[config.mk]
export PLATFORM = sky130hd
export DESIGN_NAME = base64_stream_encoder_top
export DESIGN_NICKNAME = d
export VERILOG_FILES = /design/src/hw/rtl/b64enc_pkg.sv /design/src/hw/rtl/base64_stream_encoder_top.sv /design/src/hw/rtl/b64enc_front.sv /design/src/hw/rtl/b64enc_queue.sv /design/src/hw/rtl/b64enc_back.sv
export SDC_FILE = /design/constraint.sdc
export NUM_CORES = 1
export LEC_CHECK = 0
export BUFFER_PORTS_ARGS = -buffer_cell sky130_fd_sc_hd__clkbuf_2
export CAP_MARGIN = 30
export CORE_ASPECT_RATIO = 1.4
export CORE_MARGIN = 2
export CORE_UTILIZATION = 50
export DETAILED_ROUTE_END_ITERATION = 6
export PLACE_DENSITY = 0.68
export SLEW_MARGIN = 20
export SYNTH_ARGS = -nofsm -noshare
export SYNTH_HDL_FRONTEND = slang
export SYNTH_SLANG_ARGS = --single-unit
export TNS_END_PERCENT = 10
[constraint.sdc]
create_clock -name clk -period 4.2 [get_ports clk]
set_clock_uncertainty 0.15 [all_clocks]
set_input_delay 0.84 -clock clk [delete_from_list [all_inputs] [get_ports clk]]
set_output_delay 0.84 -clock clk [all_outputs]
set_load 0.02 [all_outputs]
[src/hw/rtl/b64enc_pkg.sv]
// shared types, constants and alphabet lookup for the base64 stream encoder
`default_nettype none

package b64enc_pkg;

	localparam int B64_QUEUE_DEPTH = 2;

	localparam logic [7:0] B64_PAD_CHAR = 8'h3D;

	// one byte group waiting for character output
	typedef struct packed {
		logic [23:0] bits;  // three bytes, zero filled
		logic [1:0]  pad;   // number of trailing '=' characters
	} b64_group_t;

	// queue status seen by front and back
	typedef struct packed {
		logic full;
		logic avail;
	} b64_qstat_t;

	// standard alphabet: A-Z, a-z, 0-9, '+', '/'
	function automatic logic [7:0] b64_char(input logic [5:0] sextet);
		logic [7:0] s;
		logic [7:0] c;
		begin
			s = {2'b00, sextet};
			if (sextet < 6'd26) begin
				c = 8'd65 + s;
			end else if (sextet < 6'd52) begin
				c = 8'd71 + s;
			end else if (sextet < 6'd62) begin
				c = s - 8'd4;
			end else if (sextet == 6'd62) begin
				c = 8'h2B;
			end else begin
				c = 8'h2F;
			end
			return c;
		end
	endfunction

endpackage

`default_nettype wire

[src/hw/rtl/base64_stream_encoder_top.sv]
// top level of the base64 stream encoder
//
//  channel | direction | handshake            | payload
//  --------+-----------+----------------------+-------------------------
//  in      | into      | in_valid / in_ready  | data_byte, final_byte
//  out     | out of    | out_valid / out_ready| out_char, end_of_run
//
// every third byte, or a final byte, turns into one queued group. the back end
// sends four characters per group at one per cycle while a group is queued and
// the output is not stalled, so the output port sets the sustained rate.
// the front keeps taking bytes while the group queue has room, so the output
// may stall without stopping input until the queue fills.
// arst_n clears pending bytes, queue pointers and the output valid flag.
`default_nettype none

module base64_stream_encoder_top
	import b64enc_pkg::*;
#(
	parameter int QueueDepth = B64_QUEUE_DEPTH
) (
	input  wire logic       clk,
	input  wire logic       arst_n,
	input  wire logic       in_valid,
	output logic            in_ready,
	input  wire logic [7:0] data_byte,
	input  wire logic       final_byte,
	output logic            out_valid,
	input  wire logic       out_ready,
	output logic [7:0]      out_char,
	output logic            end_of_run
);

	// groups move from front to back through the queue
	b64_qstat_t qstat;
	b64_group_t push_group;
	b64_group_t head;
	logic       push;
	logic       pop;

	// front: byte transfer, grouping, zero fill and pad count
	b64enc_front u_front (
		.clk        (clk),
		.arst_n     (arst_n),
		.in_valid   (in_valid),
		.in_ready   (in_ready),
		.data_byte  (data_byte),
		.final_byte (final_byte),
		.qstat      (qstat),
		.push       (push),
		.push_group (push_group)
	);

	// short queue decoupling the byte side from the character side
	b64enc_queue #(
		.Depth (QueueDepth)
	) u_queue (
		.clk        (clk),
		.arst_n     (arst_n),
		.push       (push),
		.push_group (push_group),
		.pop        (pop),
		.head       (head),
		.qstat      (qstat)
	);

	// back: sextet selection, alphabet lookup and output register
	b64enc_back u_back (
		.clk        (clk),
		.arst_n     (arst_n),
		.head       (head),
		.qstat      (qstat),
		.pop        (pop),
		.out_valid  (out_valid),
		.out_ready  (out_ready),
		.out_char   (out_char),
		.end_of_run (end_of_run)
	);

endmodule

`default_nettype wire

[src/hw/rtl/b64enc_front.sv]
// front end: accepts bytes, gathers groups of three and queues finished groups
`default_nettype none

module b64enc_front
	import b64enc_pkg::*;
(
	input  wire logic       clk,
	input  wire logic       arst_n,
	input  wire logic       in_valid,
	output logic            in_ready,
	input  wire logic [7:0] data_byte,
	input  wire logic       final_byte,
	input  wire b64_qstat_t qstat,
	output logic            push,
	output b64_group_t      push_group
);

	logic [1:0]  cnt_q;
	logic [15:0] pend_q;
	logic        accept;
	logic        full_grp;
	logic [7:0]  b0;
	logic [7:0]  b1;
	logic [7:0]  b2;

	assign in_ready = !qstat.full;
	assign accept   = in_valid && in_ready;
	// a count of three would act as two
	assign full_grp = cnt_q[1];

	always_comb begin
		b0 = (cnt_q == 2'd0) ? data_byte : pend_q[15:8];
		if (full_grp) begin
			b1 = pend_q[7:0];
		end else if (cnt_q == 2'd1) begin
			b1 = data_byte;
		end else begin
			b1 = 8'h00;
		end
		b2 = full_grp ? data_byte : 8'h00;
	end

	assign push            = accept && (full_grp || final_byte);
	assign push_group.bits = {b0, b1, b2};
	assign push_group.pad  = full_grp ? 2'd0 : ((cnt_q == 2'd1) ? 2'd1 : 2'd2);

	always_ff @(posedge clk or negedge arst_n) begin
		if (!arst_n) begin
			cnt_q  <= 2'd0;
			pend_q <= 16'h0000;
		end else if (accept) begin
			if (full_grp || final_byte) begin
				cnt_q  <= 2'd0;
				pend_q <= 16'h0000;
			end else begin
				cnt_q <= cnt_q + 2'd1;
				if (cnt_q == 2'd0) begin
					pend_q <= {data_byte, 8'h00};
				end else begin
					pend_q <= {pend_q[15:8], data_byte};
				end
			end
		end
	end

`ifndef SYNTH
	a_cnt_bound: assert property (@(posedge clk) disable iff (!arst_n) cnt_q != 2'd3)
		else $error("pending count reached three");
`endif

endmodule

`default_nettype wire

[src/hw/rtl/b64enc_queue.sv]
// short group queue between front and back
`default_nettype none

module b64enc_queue
	import b64enc_pkg::*;
#(
	parameter int Depth = B64_QUEUE_DEPTH
) (
	input  wire logic       clk,
	input  wire logic       arst_n,
	input  wire logic       push,
	input  wire b64_group_t push_group,
	input  wire logic       pop,
	output b64_group_t      head,
	output b64_qstat_t      qstat
);

	localparam int PtrW = (Depth > 1) ? $clog2(Depth) : 1;
	localparam int CntW = $clog2(Depth + 1);

	b64_group_t      mem_q [Depth];
	logic [PtrW-1:0] wr_ptr_q;
	logic [PtrW-1:0] rd_ptr_q;
	logic [CntW-1:0] count_q;

	assign qstat.full  = (count_q == CntW'(Depth));
	assign qstat.avail = (count_q != '0);
	assign head        = mem_q[rd_ptr_q];

	always_ff @(posedge clk) begin
		if (push) begin
			mem_q[wr_ptr_q] <= push_group;
		end
	end

	always_ff @(posedge clk or negedge arst_n) begin
		if (!arst_n) begin
			wr_ptr_q <= '0;
			rd_ptr_q <= '0;
			count_q  <= '0;
		end else begin
			if (push) begin
				wr_ptr_q <= (wr_ptr_q == PtrW'(Depth - 1)) ? '0 : wr_ptr_q + 1'b1;
			end
			if (pop) begin
				rd_ptr_q <= (rd_ptr_q == PtrW'(Depth - 1)) ? '0 : rd_ptr_q + 1'b1;
			end
			if (push && !pop) begin
				count_q <= count_q + 1'b1;
			end else if (pop && !push) begin
				count_q <= count_q - 1'b1;
			end
		end
	end

`ifndef SYNTH
	a_no_overflow: assert property (@(posedge clk) disable iff (!arst_n)
		push |-> !qstat.full || pop)
		else $error("push into full queue");
	a_no_underflow: assert property (@(posedge clk) disable iff (!arst_n)
		pop |-> qstat.avail)
		else $error("pop from empty queue");
	a_count_bound: assert property (@(posedge clk) disable iff (!arst_n)
		count_q <= CntW'(Depth))
		else $error("queue count out of range");
`endif

endmodule

`default_nettype wire

[src/hw/rtl/b64enc_back.sv]
// back end: each queued group becomes four characters, one per unstalled cycle
`default_nettype none

module b64enc_back
	import b64enc_pkg::*;
(
	input  wire logic       clk,
	input  wire logic       arst_n,
	input  wire b64_group_t head,
	input  wire b64_qstat_t qstat,
	output logic            pop,
	output logic            out_valid,
	input  wire logic       out_ready,
	output logic [7:0]      out_char,
	output logic            end_of_run
);

	logic [1:0] k_q;
	logic       out_valid_q;
	logic [7:0] char_q;
	logic       end_q;
	logic       load;
	logic [5:0] sextet;
	logic [2:0] pos_sum;

	assign load = qstat.avail && (!out_valid_q || out_ready);
	assign pop  = load && (k_q == 2'd3);

	always_comb begin
		case (k_q)
			2'd0:    sextet = head.bits[23:18];
			2'd1:    sextet = head.bits[17:12];
			2'd2:    sextet = head.bits[11:6];
			default: sextet = head.bits[5:0];
		endcase
	end

	// padding covers the last pad positions
	assign pos_sum = {1'b0, k_q} + {1'b0, head.pad};

	always_ff @(posedge clk or negedge arst_n) begin
		if (!arst_n) begin
			k_q         <= 2'd0;
			out_valid_q <= 1'b0;
		end else begin
			if (load) begin
				k_q <= k_q + 2'd1;
			end
			if (load) begin
				out_valid_q <= 1'b1;
			end else if (out_ready) begin
				out_valid_q <= 1'b0;
			end
		end
	end

	always_ff @(posedge clk) begin
		if (load) begin
			char_q <= pos_sum[2] ? B64_PAD_CHAR : b64_char(sextet);
			end_q  <= (k_q == 2'd3);
		end
	end

	assign out_valid  = out_valid_q;
	assign out_char   = char_q;
	assign end_of_run = end_q;

`ifndef SYNTH
	a_group_held: assert property (@(posedge clk) disable iff (!arst_n)
		k_q != 2'd0 |-> qstat.avail)
		else $error("group left the queue before all characters were sent");
`endif

endmodule

`default_nettype wire

==> results of run 1 <==
synth_stat cells, drive strengths merged (3+ instances only):
cell type	count
edfxtp	61
a22o	26
dfrtp	25
nand2	17
ha	16
inv	14
nand3	14
and2	13
a22oi	11
mux2	10
a21oi	8
o21ai	8
buf	7
clkbuf	7
nor2	7
xor2	5
mux2i	4
nor3	4
a31o	3
a31oi	3
nor2b	3
o31ai	3
xnor2	3
power by group through the flow:
stage	sequential [mW]	combinational (mW)	clock [mW]
6_report	1.43	1.84	0.569
4_1_cts	1.43	1.84	0.583
3_5_place_dp	1.45	1.83	0
3_3_place_gp	1.44	1.80	0
5_1_grt	1.46	2.04	0.611
2_1_floorplan	1.45	1.42	0
routing by layer:
metal  share of wire, %  wire (microns)
met3                2.6             195
met4                3.8             281
met2                 51            3840
met1                 42            3150
met5                  0               0
cell families after synthesis:
group / share of synthesized area, %
flip-flops: 61.4
adder cells (fa/ha/maj): 5.00
XOR/XNOR: 1.75
buffers and inverters: 3.38
AND/OR/NAND/NOR: 9.29
multiplexers: 3.81
AO/OA/AOI/OAI: 15.4
worst min path at each step:
stage | to | slack [ns]
after CTS | u_front.pend_q[13] | 0.33
after detailed placement | u_front.pend_q[10] | 0.33
after global placement | u_front.pend_q[15] | 0.33
final | u_front.cnt_q[0] | 0.33
after global routing | u_front.pend_q[13] | 0.38
after floorplan | u_queue.wr_ptr_q | 0.31
registers in the layout (all words and copies together) (netlist names):
| signal | count |
|---|---|
| u_front.cnt_q | 2 |
| u_back.end_of_run | 1 |
| u_back.out_valid | 1 |
| u_queue.mem_q | 52 |
| u_front.pend_q | 16 |
| u_back.k_q | 2 |
| u_queue.count_q | 2 |
| u_queue.wr_ptr_q | 1 |
| u_queue.rd_ptr_q | 1 |
| u_back.out_char | 8 |
per-stage QoR:
| stage | utilization (%) | std cells | area, sq um | setup WS, ns | hold WS, ns |
|---|---|---|---|---|---|
| 6_report | 56.8 | 429 | 4400 | 0.832 | 0.334 |
| 5_1_grt | 56.8 | 429 | 4400 | 0.554 | 0.375 |
| 3_3_place_gp | 54.2 | 412 | 4200 | 0.943 | 0.329 |
| 4_1_cts | 56.8 | 429 | 4400 | 0.828 | 0.335 |
| 3_5_place_dp | 54.3 | 413 | 4210 | 0.833 | 0.330 |
| 2_1_floorplan | - | 298 | 4000 | 0.650 | 0.306 |
cell type report:
cell class | instances | area, sq um | area share, %
clock inverters | 7 | 73.8 | 1.68
well taps | 100 | 125 | 2.84
clock buffers | 9 | 124 | 2.81
inverters | 14 | 52.6 | 1.19
flip-flops and latches | 86 | 2460 | 55.8
repair buffers | 29 | 158 | 3.58
multi-input cells | 184 | 1410 | 32.1
==> run summary, run 1 <==
====================================================================================================
Cell family contributing the most delay on the critical path                            simple AND/OR/NAND/NOR gates
Initial Util                                                                                   51.6%
Sink Count                                                                                        86
Initial antenna violation count                                                                    0
Wire length of the first global-routing pass                                                 11.9 mm
R2R setup slack                                                                              0.83 ns
Ratio of cells with drive above 1 in the final layout                                          20.1%
Clock-pin slew reported for the worst setup and hold paths after clock tree synthesis        0.09 ns
Hold violation count in the final report                                                           0
Post-Synthesis Mean Instance Area                                                         13.4 sq um
Detailed-route vias per instance                                                                5.73
Proportion of netlist area held by the largest area contributor                                45.8%
Sequential element share of the synthesized area                                               61.4%
Global routing met1 resource utilization                                                       21.9%
#FFs+latches synth                                                                                86
Warnings from Yosys                                                                                0
Die area                                                                                0.00874 sq mm
Final critical-path required period                                                          3.37 ns
Critical path fanouts, max                                                                        16
Count of max-cap constraint violations                                                             0
Ant diodes                                                                                         0
Endpoint of the most critical setup path                                                u_back.out_char[2]
Required time at the worst-slack endpoint                                                    4.17 ns
Pin count of the biggest net entering global routing                                              27
Net switching share of the total power                                                         40.3%
Startpoint-to-endpoint class of the critical path                                       flip-flop to flip-flop
Endpoint of the most critical register-to-register path                                 u_back.out_char[2]
Logic depth of the worst setup path including buffers                                              8
Detailed-route DRC error count                                                                     0
Headroom to the max-slew limit                                                                 52.1%
Number of flops mapped to enable cells by yosys                                                   61
Buf/Inv on CP                                                                                      0
Number of levels the H-tree was split into                                                         3
Result of the run                                                                       finished, final reports clean
Setup repair after global routing missed its margin                                               no
Post-route clock period utilization                                                            80.2%
I/O pin total                                                                                     24
Data arrival time at the worst-slack endpoint                                                3.34 ns
Commonest register cell after synthesis                                                     edfxtp_1
Placed wire-length estimate                                                                  5.37 mm
Element type at the critical path start                                                    flip-flop
Element type at the critical path end                                                      flip-flop
# resized after CTS                                                                                0
Remaining global-route overflow                                                                    0
Port-buffer cells                                                                                 23
Power Internal                                                                               2.29 mW
Synth Net Count                                                                                  327
Timing-limited maximum frequency                                                             297 MHz
Net switching power                                                                          1.55 mW
Overall track demand over capacity in global routing                                           18.4%
Most common cell after layout, fill and taps aside                                          edfxtp_1
Number of buffers added to fix hold violations after cts                                           0
Post-route antenna net violation count                                                             0
Global routing met3 resource utilization                                                       4.11%
Hold WC Path Type                                                                       primary input to async pin
Worst reg2reg path depth                                                                           8
Placer Congestion                                                                              0.888
Max stage delay cell, worst path                                                                ha_1
Chip width                                                                              79.6 microns
CTS tree                                                                                         yes
Layer with the highest usage                                                                    met2
Sequential fraction of design power                                                            37.3%
Number of cells produced by synthesis                                                            298
Number of detailed-route iterations in the first pass                                              4
Post-CTS Setup Repair Bufs                                                                         0
Standard-cell row count                                                                           38
Sum of negative setup slack                                                                     0 ns
Slew at the pin closest to its max-slew limit                                               0.715 ns
Post-layout power                                                                            3.84 mW
Vertical die dimension                                                                   110 microns
Combined area of all synthesized cells                                                  0.00400 sq mm
Number of DRC violations after detailed-routing iteration 0                                      114
Leakage power                                                                                1.73 nW
Total setup violations reported at the end of the flow                                             0
Startpoint of the worst setup timing path                                               u_back.k_q[1]
Ys async rst share                                                                             29.1%
Vias in the first global route                                                                  2368
Nets                                                                                             353
Post-DR wirelength/cell                                                                 17.4 microns
Fraction of power consumed by the clock network                                                14.8%
Power Density                                                                            871 mW/mm^2
Max clock buf depth                                                                                2
Worst reg2reg path startpoint                                                           u_back.k_q[1]
Area growth from synthesis to layout                                                           10.1%
Fillers                                                                                          629
Vias                                                                                            2458
Worst path cell trace                                                                   ha_1, nor2b_1, nand3_1, nand3_1, ha_1, nor3_1, o21ai_1, o31a_1
Most used cells in the layout excluding fill and tap cells                              61 x edfxtp_1, 26 x a22o_1, 25 x dfrtp_1
Maximum vdd drop                                                                              564 uV
Library cell with the largest summed area after synthesis                                   edfxtp_1
Logic pwr share                                                                                47.9%
Max Slew Vio Count                                                                                 0
Total routed wirelength                                                                      7.47 mm
Global-route track usage on met2                                                               30.7%
Clk Latency, worst-skew pair                                                                 0.36 ns
Largest cells by area after synthesis                                                   edfxtp_1 46%, dfrtp_1 16%, a22o_1 5.7%
Floorplan core area                                                                     0.00775 sq mm
Number of distinct library cells after synthesis                                                  54
Clock tree root driver cell                                                                 clkbuf_8
Crit path largest cell delay                                                                 0.61 ns
TritonCTS Buffers                                                                                  9
====================================================================================================
(Power assumes the default switching activity.)
==> inputs of run 2 (changes only) <==
clock period = 3.1 ns   (was 4.2 ns; I/O delays follow)
==> run summary, run 2 (synthesized netlist as in run 1, its figures left out) <==
====================================================================================================
Sum of negative setup slack                                                                     0 ns   unchanged
Leakage power                                                                                1.81 nW   was 1.73 nW
Critical path fanouts, max                                                                        10   was 16
Post-route clock period utilization                                                            93.1%   was 80.2%
Worst reg2reg path depth                                                                          10   was 8
Final core utilization                                                                         58.6%   was 56.8%
Result of the run                                                                       finished, final reports clean   unchanged
Worst reg2reg path startpoint                                                           u_back.k_q[0]   was u_back.k_q[1]
Power Density                                                                           1230 mW/mm^2   was 871 mW/mm^2
Vias in the first global route                                                                  2555   was 2368
Initial Util                                                                                   51.6%   unchanged
Initial antenna violation count                                                                    0   unchanged
Clock-pin slew reported for the worst setup and hold paths after clock tree synthesis        0.08 ns   was 0.09 ns
I/O pin total                                                                                     24   unchanged
Largest register FFs                                                                              52   unchanged
Data arrival time at the worst-slack endpoint                                                2.85 ns   was 3.34 ns
Standard-cell row count                                                                           38   unchanged
Crit path largest cell delay                                                                 0.44 ns   was 0.61 ns
Slew at the pin closest to its max-slew limit                                               0.647 ns   was 0.715 ns
Worst path cell trace                                                                   inv_1, ha_1, buf_4, a22oi_1, a221oi_2, a31oi_2, ha_1, xor2_1, o21ai_1, o31a_1   was ha_1, nor2b_1, nand3_1, nand3_1, ha_1, nor3_1, o21ai_1, o31a_1
Port-buffer cells                                                                                 23   unchanged
Number of standard cells in the layout, taps in and fillers out                                  438   was 429
Clock tree root driver cell                                                                 clkbuf_8   unchanged
Element type at the critical path start                                                    flip-flop   unchanged
Count of max-cap constraint violations                                                             0   unchanged
Endpoint of the most critical register-to-register path                                 u_back.out_char[2]   unchanged
Total routed wirelength                                                                      7.70 mm   was 7.47 mm
Maximum vdd drop                                                                              563 uV   was 564 uV
Post-route cell area                                                                    0.00454 sq mm   was 0.00440 sq mm
Setup repair after global routing missed its margin                                               no   unchanged
Hold WC Path Type                                                                       primary input to async pin   unchanged
Final critical-path required period                                                          2.89 ns   was 3.37 ns
Placer Congestion                                                                              0.894   was 0.888
Overall track demand over capacity in global routing                                           19.1%   was 18.4%
CTS tree                                                                                         yes   unchanged
R2R setup slack                                                                              0.21 ns   was 0.83 ns
Wire length of the first global-routing pass                                                 12.4 mm   was 11.9 mm
Placed wire-length estimate                                                                  5.62 mm   was 5.37 mm
Most common cell after layout, fill and taps aside                                          edfxtp_1   unchanged
Max clock buf depth                                                                                2   unchanged
Hold violation count in the final report                                                           0   unchanged
Minimum hold slack                                                                          0.128 ns   was 0.334 ns
Post-CTS Setup Repair Bufs                                                                         0   unchanged
Most used cells in the layout excluding fill and tap cells                              61 x edfxtp_1, 26 x a22o_1, 25 x dfrtp_1   unchanged
Post-DR wirelength/cell                                                                 17.6 microns   was 17.4 microns
Timing-limited maximum frequency                                                             346 MHz   was 297 MHz
Sink Count                                                                                        86   unchanged
Total setup violations reported at the end of the flow                                             0   unchanged
Detailed-route vias per instance                                                                5.81   was 5.73
Register bank with the most flops                                                       u_queue.mem_q   unchanged
Number of levels the H-tree was split into                                                         3   unchanged
Ratio of cells with drive above 1 in the final layout                                          23.1%   was 20.1%
Post-route antenna net violation count                                                             0   unchanged
Chip width                                                                              79.6 microns   unchanged
Number of DRC violations after detailed-routing iteration 0                                      115   was 114
Vias                                                                                            2544   was 2458
Startpoint-to-endpoint class of the critical path                                       flip-flop to flip-flop   unchanged
Ant diodes                                                                                         0   unchanged
Fillers                                                                                          623   was 629
Headroom to the max-slew limit                                                                 56.9%   was 52.1%
Number of detailed-route iterations in the first pass                                              4   unchanged
Clk Latency, worst-skew pair                                                                 0.35 ns   was 0.36 ns
# resized after CTS                                                                                0   unchanged
Pin count of the biggest net entering global routing                                              27   unchanged
TritonCTS Buffers                                                                                  9   unchanged
Element type at the critical path end                                                      flip-flop   unchanged
Detailed-route DRC error count                                                                     0   unchanged
Required time at the worst-slack endpoint                                                    3.06 ns   was 4.17 ns
Number of placed instances with taps included                                                    422   was 413
Floorplan core area                                                                     0.00775 sq mm   unchanged
Nets                                                                                             362   was 353
Die area                                                                                0.00874 sq mm   unchanged
Placed cell areas                                                                       0.00428 sq mm   was 0.00421 sq mm
Area growth from synthesis to layout                                                           13.5%   was 10.1%
Max Slew Vio Count                                                                                 0   unchanged
Number of buffers added to fix hold violations after cts                                           0   unchanged
Remaining global-route overflow                                                                    0   unchanged
Library cell appearing most often on the critical path                                          ha_1
Max stage delay cell, worst path                                                             a31oi_2   was ha_1
Vertical die dimension                                                                   110 microns   unchanged
====================================================================================================
run 2: stage by stage:
stage	setup WS, ns	total power [mW]
2_1_floorplan	0.138	3.89
3_3_place_gp	0.205	4.54
3_5_place_dp	0.124	4.60
4_1_cts	0.108	5.53
5_1_grt	0.0104	5.96
6_report	0.214	5.57
run 2: layout make-up:
| cell class | instances | area (sq um) | share of cell area [%] |
|---|---|---|---|
| tap | 100 | 125 | 2.75 |
| multi-input combinational | 184 | 1440 | 31.7 |
| clock buffer | 9 | 124 | 2.73 |
| clock inverter | 7 | 113 | 2.48 |
| timing repair buffer | 38 | 228 | 5.01 |
| inverter | 14 | 56.3 | 1.24 |
| sequential | 86 | 2460 | 54.1 |
run 2: worst max path at each step:
stage / cells past startpoint / from / end
after floorplan: 14 / u_back.k_q[0] / u_back.out_char[1]
after global placement: 12 / u_back.k_q[0] / u_back.out_char[1]
after detailed placement: 12 / u_back.k_q[0] / u_back.out_char[1]
after CTS: 12 / u_back.k_q[0] / u_back.out_char[1]
after global routing: 11 / u_back.k_q[1] / u_back.out_char[2]
final: 10 / u_back.k_q[0] / u_back.out_char[2]
run 2: report_power, final:
group | switching [mW] | internal (mW) | leakage [nW] | total (mW)
clock | 0.390 | 0.531 | 0.121 | 0.920
sequential | 0.197 | 1.74 | 0.895 | 1.93
combinational | 1.59 | 1.12 | 0.795 | 2.71
run 2: routing by layer:
layer	routed length (microns)	track usage, %	vias to the layer above	share of wire [%]
li1	-	-	1204	-
met2	4030	33.1	44	52
met5	0	0	-	0
met4	184	9.85	0	2.4
met3	186	3.28	14	2.4
met1	3300	22.7	1282	43
run 2: critical path: cells and delay by family (launching register included):
kind / cells / cell delay, ns
AO/OA/AOI/OAI: 5 / 1.06
adder cells (fa/ha/maj): 2 / 0.55
XOR/XNOR: 1 / 0.17
flip-flops: 1 / 0.40
buffers and inverters: 2 / 0.29
